## config.mk

```make
export PLATFORM = sky130hd
export DESIGN_NAME = tick_wrap_extend_to_timespec_unit_flat
export DESIGN_NICKNAME = d
export VERILOG_FILES = /design/src/sv/twte_pkg.sv /design/src/sv/twte_if.sv /design/src/sv/twte_front.sv /design/src/sv/twte_fifo.sv /design/src/sv/twte_back.sv /design/src/sv/tick_wrap_extend_to_timespec_unit.sv /design/src/flat_wrapper.sv
export VERILOG_INCLUDE_DIRS = /design/src /design/src/sv
export SDC_FILE = /design/constraint.sdc
export NUM_CORES = 2
export LEC_CHECK = 0
export BUFFER_PORTS_ARGS = -buffer_cell sky130_fd_sc_hd__buf_2
export CAP_MARGIN = 10
export CORE_UTILIZATION = 60
export DETAILED_ROUTE_END_ITERATION = 7
export GPL_TIMING_DRIVEN = 1
export PLACE_DENSITY_LB_ADDON = 0.1
export SLEW_MARGIN = 10
export SYNTH_ARGS = -nofsm -noshare
export SYNTH_HDL_FRONTEND = slang
export SYNTH_SLANG_ARGS = --single-unit
```

## constraint.sdc

```tcl
create_clock -name clk -period 7.25 [get_ports clk]
set_input_delay 1.45 -clock clk [delete_from_list [all_inputs] [get_ports clk]]
set_output_delay 1.45 -clock clk [all_outputs]
set_load 0.1 [all_outputs]
```

## src/sv/tick_wrap_extend_to_timespec_unit_defines.svh

```systemverilog
// assertion macros used by the asserting top-level unit
`ifndef TICK_WRAP_EXTEND_TO_TIMESPEC_UNIT_DEFINES_SVH
`define TICK_WRAP_EXTEND_TO_TIMESPEC_UNIT_DEFINES_SVH

// same-cycle implication
`define TWTE_ASSERT_NOW(lbl, ant, cons, msg) \
  lbl: assert property (@(posedge clk) disable iff (!rst_n) (ant) |-> (cons)) \
    else $error(msg);

// next-cycle implication
`define TWTE_ASSERT_NEXT(lbl, ant, cons, msg) \
  lbl: assert property (@(posedge clk) disable iff (!rst_n) (ant) |=> (cons)) \
    else $error(msg);

`endif

```

## src/sv/twte_pkg.sv

```systemverilog
`default_nettype none
package twte_pkg;
  localparam int SAMPLE_W = 32;
  localparam int RATE_W   = 20;
  localparam int SEC_W    = 64;
  localparam int NS_W     = 30;
  localparam int PROD_W   = RATE_W + NS_W;
  localparam int ADDR_W   = 3;
  localparam int DATA_W   = 32;

  localparam logic [NS_W-1:0]     NS_PER_SEC   = NS_W'(1000000000);
  localparam logic [RATE_W-1:0]   RATE_RESET   = RATE_W'(1000);
  localparam logic [ADDR_W-1:0]   REG_TICK_RATE = '0;

  // one job handed from the front to the divider
  typedef struct packed {
    logic [SEC_W-1:0]  total;
    logic [RATE_W-1:0] rate;
    logic              invalid;
  } twte_job_t;
endpackage
`default_nettype wire

```

## src/sv/twte_if.sv

```systemverilog
`default_nettype none
interface twte_in_if;
  logic        valid;
  logic        ready;
  logic [31:0] tick_sample;
  modport source (output valid, output tick_sample, input ready);
  modport sink (input valid, input tick_sample, output ready);
endinterface

interface twte_out_if;
  logic        valid;
  logic        ready;
  logic [63:0] seconds;
  logic [29:0] nanoseconds;
  logic        status;
  modport source (output valid, output seconds, output nanoseconds, output status,
                  input ready);
  modport sink (input valid, input seconds, input nanoseconds, input status,
                output ready);
endinterface
`default_nettype wire

```

## src/sv/twte_front.sv

```systemverilog
`default_nettype none
module twte_front
  import twte_pkg::*;
#(
  parameter int TICK_WIDTH = 32
) (
  input  wire logic                clk,
  input  wire logic                rst_n,
  input  wire logic                acc,
  input  wire logic [SAMPLE_W-1:0] sample,
  input  wire logic [RATE_W-1:0]   rate,
  output twte_job_t                job
);
  logic                  started_r;
  logic [TICK_WIDTH-1:0] prev_r;
  logic [SEC_W-1:0]      total_r;
  logic [TICK_WIDTH-1:0] now;
  logic [TICK_WIDTH-1:0] delta;
  logic [SEC_W-1:0]      total_nxt;
  logic                  invalid;

  generate
    if (TICK_WIDTH <= SAMPLE_W) begin : g_narrow
      assign now = sample[TICK_WIDTH-1:0];
    end else begin : g_wide
      assign now = TICK_WIDTH'(sample);
    end
  endgenerate

  assign invalid   = (rate == '0);
  assign delta     = now - prev_r;
  assign total_nxt = started_r ? total_r + SEC_W'(delta) : '0;

  always_ff @(posedge clk) begin
    if (!rst_n) begin
      started_r <= 1'b0;
      prev_r    <= '0;
      total_r   <= '0;
    end else if (acc && !invalid) begin
      started_r <= 1'b1;
      prev_r    <= now;
      total_r   <= total_nxt;
    end
  end

  assign job.total   = invalid ? '0 : total_nxt;
  assign job.rate    = rate;
  assign job.invalid = invalid;
endmodule
`default_nettype wire

```

## src/sv/twte_fifo.sv

```systemverilog
`default_nettype none
module twte_fifo
  import twte_pkg::*;
(
  input  wire logic clk,
  input  wire logic rst_n,
  input  wire logic push,
  input  twte_job_t push_data,
  input  wire logic pop,
  output twte_job_t pop_data,
  output logic      full,
  output logic      empty
);
  twte_job_t  mem [2];
  logic       wp_r;
  logic       rp_r;
  logic [1:0] cnt_r;

  assign full     = (cnt_r == 2'd2);
  assign empty    = (cnt_r == 2'd0);
  assign pop_data = mem[rp_r];

  always_ff @(posedge clk) begin
    if (push) begin
      mem[wp_r] <= push_data;
    end
  end

  always_ff @(posedge clk) begin
    if (!rst_n) begin
      wp_r  <= 1'b0;
      rp_r  <= 1'b0;
      cnt_r <= 2'd0;
    end else begin
      if (push) wp_r <= ~wp_r;
      if (pop) rp_r <= ~rp_r;
      cnt_r <= cnt_r + 2'(push) - 2'(pop);
    end
  end
endmodule
`default_nettype wire

```

## src/sv/twte_back.sv

```systemverilog
`default_nettype none
module twte_back
  import twte_pkg::*;
(
  input  wire logic      clk,
  input  wire logic      rst_n,
  input  wire logic      job_avail,
  input  twte_job_t      job,
  output logic           job_take,
  twte_out_if.source     out_ch
);
  localparam logic [2:0] ST_IDLE = 3'd0;
  localparam logic [2:0] ST_DIV1 = 3'd1;
  localparam logic [2:0] ST_MUL  = 3'd2;
  localparam logic [2:0] ST_DIV2 = 3'd3;
  localparam logic [2:0] ST_DONE = 3'd4;

  logic [2:0]        st_r, st_nxt;
  logic [5:0]        cnt_r;
  logic [SEC_W-1:0]  dvd_r;
  logic [RATE_W-1:0] rem_r;
  logic [RATE_W-1:0] rate_r;
  logic              inv_r;
  logic [SEC_W-1:0]  sec_r;
  logic [RATE_W:0]   trial;
  logic              ge;
  logic [RATE_W-1:0] rem_step;
  logic [PROD_W-1:0] prod;
  logic              out_free;
  logic              out_valid_r;
  logic [SEC_W-1:0]  out_sec_r;
  logic [NS_W-1:0]   out_ns_r;
  logic              out_stat_r;

  // restoring divide step, one quotient bit a cycle
  assign trial    = {rem_r, dvd_r[SEC_W-1]};
  assign ge       = (trial >= {1'b0, rate_r});
  assign rem_step = ge ? RATE_W'(trial - {1'b0, rate_r}) : trial[RATE_W-1:0];
  assign prod     = PROD_W'(rem_r) * PROD_W'(NS_PER_SEC);

  assign out_free = !out_valid_r || out_ch.ready;
  assign job_take = (st_r == ST_IDLE) && job_avail;

  always_comb begin
    st_nxt = st_r;
    case (st_r)
      ST_IDLE: if (job_avail) st_nxt = job.invalid ? ST_DONE : ST_DIV1;
      ST_DIV1: if (cnt_r == '1) st_nxt = ST_MUL;
      ST_MUL:  st_nxt = ST_DIV2;
      ST_DIV2: if (cnt_r == '1) st_nxt = ST_DONE;
      ST_DONE: if (out_free) st_nxt = ST_IDLE;
      default: st_nxt = ST_IDLE;
    endcase
  end

  always_ff @(posedge clk) begin
    if (!rst_n) begin
      st_r        <= ST_IDLE;
      cnt_r       <= '0;
      out_valid_r <= 1'b0;
    end else begin
      st_r <= st_nxt;
      if (st_r == ST_DIV1 || st_r == ST_DIV2) begin
        cnt_r <= cnt_r + 6'd1;
      end else begin
        cnt_r <= '0;
      end
      if (st_r == ST_DONE && out_free) begin
        out_valid_r <= 1'b1;
      end else if (out_ch.ready) begin
        out_valid_r <= 1'b0;
      end
    end
  end

  always_ff @(posedge clk) begin
    case (st_r)
      ST_IDLE: begin
        dvd_r  <= job.total;
        rem_r  <= '0;
        rate_r <= job.rate;
        inv_r  <= job.invalid;
        sec_r  <= '0;
      end
      ST_DIV1, ST_DIV2: begin
        dvd_r <= {dvd_r[SEC_W-2:0], ge};
        rem_r <= rem_step;
      end
      ST_MUL: begin
        sec_r <= dvd_r;
        dvd_r <= SEC_W'(prod);
        rem_r <= '0;
      end
      ST_DONE: begin
        if (out_free) begin
          out_sec_r  <= inv_r ? '0 : sec_r;
          out_ns_r   <= inv_r ? '0 : dvd_r[NS_W-1:0];
          out_stat_r <= inv_r;
        end
      end
      default: ;
    endcase
  end

  assign out_ch.valid       = out_valid_r;
  assign out_ch.seconds     = out_sec_r;
  assign out_ch.nanoseconds = out_ns_r;
  assign out_ch.status      = out_stat_r;
endmodule
`default_nettype wire

```

## src/sv/tick_wrap_extend_to_timespec_unit.sv

```systemverilog
// tick counter sample to seconds/nanoseconds uptime
// in_ch carries one word per sample of a free-running wrapping tick counter;
// out_ch returns one word per sample: seconds, nanoseconds, status
// the first sample after reset marks time zero; later samples add the
// wrapped difference to a 64-bit tick total
// tick_rate register (apb, byte address 0) sets ticks per second; zero
// gives status 1 with zero time and leaves the tick state alone
// the front updates the tick state in the accept cycle and queues a job
// (two entries); the back runs two 64-step restoring divides with one
// multiply between, on a single shared divide step
// path from accept to out valid: pop, 64 divide steps, multiply, 64 divide
// steps, done; a rate-zero word goes from pop straight to done
// the back takes no new job until the last word has left its done state
// reset: tick state cleared, rate back to 1000, queue and output empty
// a stalled receiver holds the output register; the back waits in its
// done state, and the front keeps taking words until the queue is full
`default_nettype none
`include "tick_wrap_extend_to_timespec_unit_defines.svh"
module tick_wrap_extend_to_timespec_unit
  import twte_pkg::*;
#(
  parameter int TICK_WIDTH = 32
) (
  input  wire logic              clk,
  input  wire logic              rst_n,
  twte_in_if.sink                in_ch,
  twte_out_if.source             out_ch,
  input  wire logic              psel,
  input  wire logic              penable,
  input  wire logic              pwrite,
  input  wire logic [ADDR_W-1:0] paddr,
  input  wire logic [DATA_W-1:0] pwdata,
  output logic      [DATA_W-1:0] prdata,
  output logic                   pready
);
  logic [RATE_W-1:0] tick_rate_r;
  logic              in_acc;
  twte_job_t         front_job;
  twte_job_t         back_job;
  logic              q_full;
  logic              q_empty;
  logic              q_pop;

  // config register
  assign pready = 1'b1;
  assign prdata = (paddr[ADDR_W-1:2] == REG_TICK_RATE[ADDR_W-1:2])
                  ? DATA_W'(tick_rate_r) : '0;

  always_ff @(posedge clk) begin
    if (!rst_n) begin
      tick_rate_r <= RATE_RESET;
    end else if (psel && penable && pwrite && pready &&
                 paddr[ADDR_W-1:2] == REG_TICK_RATE[ADDR_W-1:2]) begin
      tick_rate_r <= pwdata[RATE_W-1:0];
    end
  end

  // accept whenever the queue has room
  assign in_ch.ready = !q_full;
  assign in_acc      = in_ch.valid && in_ch.ready;

  twte_front #(.TICK_WIDTH(TICK_WIDTH)) u_front (
    .clk    (clk),
    .rst_n  (rst_n),
    .acc    (in_acc),
    .sample (in_ch.tick_sample),
    .rate   (tick_rate_r),
    .job    (front_job)
  );

  twte_fifo u_fifo (
    .clk       (clk),
    .rst_n     (rst_n),
    .push      (in_acc),
    .push_data (front_job),
    .pop       (q_pop),
    .pop_data  (back_job),
    .full      (q_full),
    .empty     (q_empty)
  );

  twte_back u_back (
    .clk       (clk),
    .rst_n     (rst_n),
    .job_avail (!q_empty),
    .job       (back_job),
    .job_take  (q_pop),
    .out_ch    (out_ch)
  );

  `TWTE_ASSERT_NOW(a_invalid_zero, out_ch.valid && out_ch.status,
    out_ch.seconds == '0 && out_ch.nanoseconds == '0, "invalid result carries nonzero time")
  `TWTE_ASSERT_NOW(a_ns_range, out_ch.valid, out_ch.nanoseconds < NS_PER_SEC,
    "nanoseconds out of range")
  `TWTE_ASSERT_NOW(a_pop_nonempty, q_pop, !q_empty, "job taken from empty queue")
  `TWTE_ASSERT_NEXT(a_out_hold, out_ch.valid && !out_ch.ready,
    out_ch.valid && $stable(out_ch.seconds), "stalled result changed")
endmodule
`default_nettype wire

```

## src/flat_wrapper.sv

```systemverilog
// flat-port wrapper written by rule: the top's interface ports become plain ports
module tick_wrap_extend_to_timespec_unit_flat import twte_pkg::*;
#(
  parameter int TICK_WIDTH = 32
)
  (clk, rst_n, psel, penable, pwrite, paddr, pwdata, prdata, pready, in_ch_valid, in_ch_tick_sample, in_ch_ready, out_ch_valid, out_ch_seconds, out_ch_nanoseconds, out_ch_status, out_ch_ready);
  twte_in_if in_ch_i ();
  twte_out_if out_ch_i ();
  input  wire logic clk;
  input  wire logic rst_n;
  input  wire logic psel;
  input  wire logic penable;
  input  wire logic pwrite;
  input  wire logic [ADDR_W-1:0] paddr;
  input  wire logic [DATA_W-1:0] pwdata;
  output logic      [DATA_W-1:0] prdata;
  output logic pready;
  input wire logic [$bits(in_ch_i.valid)-1:0] in_ch_valid;
  input wire logic [$bits(in_ch_i.tick_sample)-1:0] in_ch_tick_sample;
  output wire logic [$bits(in_ch_i.ready)-1:0] in_ch_ready;
  output wire logic [$bits(out_ch_i.valid)-1:0] out_ch_valid;
  output wire logic [$bits(out_ch_i.seconds)-1:0] out_ch_seconds;
  output wire logic [$bits(out_ch_i.nanoseconds)-1:0] out_ch_nanoseconds;
  output wire logic [$bits(out_ch_i.status)-1:0] out_ch_status;
  input wire logic [$bits(out_ch_i.ready)-1:0] out_ch_ready;
  assign in_ch_i.valid = in_ch_valid;
  assign in_ch_i.tick_sample = in_ch_tick_sample;
  assign in_ch_ready = in_ch_i.ready;
  assign out_ch_valid = out_ch_i.valid;
  assign out_ch_seconds = out_ch_i.seconds;
  assign out_ch_nanoseconds = out_ch_i.nanoseconds;
  assign out_ch_status = out_ch_i.status;
  assign out_ch_i.ready = out_ch_ready;
  tick_wrap_extend_to_timespec_unit #(.TICK_WIDTH(TICK_WIDTH)) u_core (.clk(clk), .rst_n(rst_n), .in_ch(in_ch_i), .out_ch(out_ch_i), .psel(psel), .penable(penable), .pwrite(pwrite), .paddr(paddr), .pwdata(pwdata), .prdata(prdata), .pready(pready));
endmodule
```

==> results.toml <==
[sta]
max_slew.worst_pin.slew_ns = 1.04
setup_ws_ns = 0.320
drv_slew = 0
period_needed_ns = 6.93
final.period_utilization = 0.956
relSlewSlack = 0.304
fmax_ghz = 0.144
grt_setup_unrepaired = "no"
setup_tns_ns = 0
setup_violations = 0
skew_ns = 0.0357
hold_viol = 0

[setup_path]
crit_fanout = 9
crit_buf_inv = 5
path_common_cell = "fa_1"
reg2reg_depth = 21
start_kind = "flop"
cp.required_ns = 7.61
max_stage_delay_ns = 0.65
path_delay_family = "adder cells"
cp.depth = 21
endpoint_kind = "flop"
worstSetupPathType = "flop to flop"
worstPathArrival_ns = 7.29
critPathSlowestCell = "edfxtp_1"
crit_chain = "fa_1 > inv_1 > fa_1 > fa_1 > fa_1 > inv_1 > fa_1 > fa_1 > inv_1 > fa_1 > inv_1 > ha_1 > nand4_1 > nor2_1 > o31ai_1 > buf_4 > a41oi_1 > or4b_1 > a31oi_1 > xor2_1 > o21ai_1"

[logic_synthesis]
synth_ff_type = "edfxtp_1"
synth-xor-area-share = 0.0333
syn_inst = 3454
synthSimpleGateAreaFrac = 0.146
synth_area_mm2 = 0.0363
synthAdderAreaFrac = 0.194
synth_top_family_by_area = "adder cells"
syn_area_per_cell_um2 = 10.5
ys_seq_area_frac = 0.431
synth_edf_count = 434
muxShareOfSynthArea = 0.0278
synth_compound_area_frac = 0.109
synth_warnings = 0
async_flop_share = 0
ys_types = 79
ys_seq_elements = 566

[grt]
gr-total-overflow = 0
grt_pass1_vias = 25300
grt_start_max_net_pins = 96
grt_pass1_wl_um = 138000
antenna_found_initial = 3
grt_use_total = 0.290

[clock_tree]
cts_setup_buffers = 0
cts_tree = "yes"
cts_max_path_buffers = 3
post_cts_resized = 0
clkLatencyLatePin_ns = 0.65
clk_pin_slew_ns = 0.06
numCtsBuffers = 58
root_buffer = "clkbuf_16"
clkSinkCount = 566
cts_max_level = 2
holdBufCountCts = 0

[floorplan]
die_h_um = 248
die_w_um = 248
dieArea_mm2 = 0.0616
initial_core_util = 0.611
core_area_mm2 = 0.0595
row_count = 89
io_pins = 204

[finish]
final_util = 0.670
synthToLayoutAreaGrowth_pct = 9.67
nets = 4107
drive_gt1_frac = 0.109

[job]
cap_violations = 0

[route]
dr.first_iter.drc_count = 2285
drtPass1Iterations = 5
num_vias = 25800
wl_per_cell_um = 20.3
detail-route-antenna-nets = 0
viasPerCell = 5.88
drc = 0
drt_wl_total_um = 89100

[status]
outcome = "finished clean"

[worst_hold_path]
hold_path_class = "flop to flop"
holdPathStages = 2

[placed_design]
dp_slack_ns = 0.383
place_hpwl_um = 66900
gp_congestion = 0.959
port_buffers = 176
==> state kept, by name, summed over array words and instances, names as in the netlist, named ones only <==
name,count
u_core.tick_rate_r,20
u_core.u_back.cnt_r,6
u_core.u_back.dvd_r,64
u_core.u_back.inv_r,1
u_core.u_back.out_ch.nanoseconds,30
u_core.u_back.out_ch.seconds,64
u_core.u_back.out_ch.status,1
u_core.u_back.out_ch.valid,1
u_core.u_back.rate_r,20
u_core.u_back.rem_r,20
u_core.u_back.sec_r,64
u_core.u_back.st_r,3
u_core.u_fifo.cnt_r,2
u_core.u_fifo.mem,170
u_core.u_fifo.rp_r,1
u_core.u_fifo.wp_r,1
u_core.u_front.prev_r,32
u_core.u_front.started_r,1
u_core.u_front.total_r,64
==> cell families (layout without fill, tap and decap cells) <==
logic type	Yosys count	in the layout
compound gates	606	606
xor+xnor	138	138
fa+ha+maj	459	459
buf+inv	543	699
flops	566	566
mux	98	98
other cells	2	14
simple gates	1042	1042
==> cells in the mapped netlist, types with 8 or more instances <==
library cell	instances	area share
a211oi_1	17	0.0035
a21boi_0	28	0.0058
a21o_1	50	0.010
a21oi_1	181	0.025
a31o_2	8	0.0019
a31oi_1	13	0.0022
and2_1	25	0.0043
and3_1	85	0.015
buf_1	12	0.0012
buf_2	17	0.0023
buf_4	16	0.0033
clkbuf_1	139	0.014
dfxtp_1	132	0.073
edfxtp_1	434	0.36
fa_1	174	0.096
ha_1	285	0.098
inv_1	357	0.037
mux2_2	23	0.0071
mux2i_1	75	0.021
nand2_1	271	0.028
nand2b_1	21	0.0036
nand3_1	110	0.015
nand4_1	50	0.0086
nand4b_1	13	0.0031
nor2_1	187	0.019
nor2b_1	135	0.023
nor3_1	57	0.0078
nor4_1	13	0.0022
o211ai_1	25	0.0052
o21a_1	21	0.0043
o21ai_0	117	0.016
o21bai_1	10	0.0021
o221ai_1	18	0.0043
o31ai_1	36	0.0074
or2_2	12	0.0021
or3_1	19	0.0033
or4_1	14	0.0029
xnor2_1	88	0.021
xor2_1	50	0.012
==> stage by stage <==
stage | hold WS, ns | area [um2] | std cells
global placement | 0.439 | 38000 | 4287
detailed placement | 0.446 | 38000 | 4287
global route | 0.475 | 39900 | 4394
finish | 0.452 | 39900 | 4395
CTS | 0.454 | 39900 | 4394
floorplan | 0.430 | 36400 | 3465
==> area by class of cell <==
class / instances / area (um2)
multi-input combinational: 2356 / 18600
inverter: 357 / 1340
sequential: 566 / 15700
timing repair buffer: 235 / 1350
clock inverter: 35 / 362
fill: 4690 / 19600
antenna: 1 / 2.50
tap: 773 / 967
clock buffer: 72 / 1520
==> path summary, 6_finish.rpt <==
check / from / to / slack [ns]
worst max register to register: u_core.u_back.rem_r[4]$_SDFFCE_PP0P_ / u_core.u_back.dvd_r[43]$_DFFE_PP_ / 0.32
worst min register to register: u_core.u_front.prev_r[4]$_SDFFE_PN0P_ / u_core.u_front.prev_r[4]$_SDFFE_PN0P_ / 0.45
worst min-delay path: u_core.u_front.prev_r[4]$_SDFFE_PN0P_ / u_core.u_front.prev_r[4]$_SDFFE_PN0P_ / 0.45
worst max-delay path: u_core.u_back.rem_r[4]$_SDFFCE_PP0P_ / u_core.u_back.dvd_r[43]$_DFFE_PP_ / 0.32
==> tightest hold or removal path: cells and delay by family (launching register included) <==
| family | cells | cell delay [ns] |
|---|---|---|
| DFF | 1 | 0.30 |
| and+or+nand+nor | 1 | 0.05 |
| AOI/OAI and AO/OA | 1 | 0.05 |
==> metal layers <==
layer | vias to the layer above | routed length [um] | GRT usage
met1 | 12600 | 39700 | 0.408
li1 | 12400 | - | -
met4 | 0 | 1540 | 0.0621
met5 | - | 0 | 0
met3 | 88 | 5660 | 0.0432
met2 | 785 | 42100 | 0.476
==> layout by cell type (no fill, tap or decap), types with 12 or more instances in the layout <==
cell type / instances
edfxtp_1: 434
inv_1: 355
ha_1: 285
nand2_1: 271
nor2_1: 185
a21oi_1: 181
buf_2: 175
fa_1: 174
nor2b_1: 134
dfxtp_1: 129
o21ai_0: 117
nand3_1: 110
xnor2_1: 88
and3_1: 83
mux2i_1: 75
clkbuf_16: 58
buf_4: 58
nor3_1: 57
a21o_1: 50
nand4_1: 50
xor2_1: 50
o31ai_1: 36
a21boi_0: 28
o211ai_1: 25
and2_1: 24
mux2_2: 23
nand2b_1: 21
o21a_1: 21
or3_1: 19
o221ai_1: 18
a211oi_1: 17
or4_1: 14
nor4_1: 13
a31oi_1: 13
nand4b_1: 13
conb_1: 13
clkbuf_1: 12
Power is left out: the tool's default activity adds up to more than one toggle a clock period on the data nets, which glitch-free logic cannot reach.
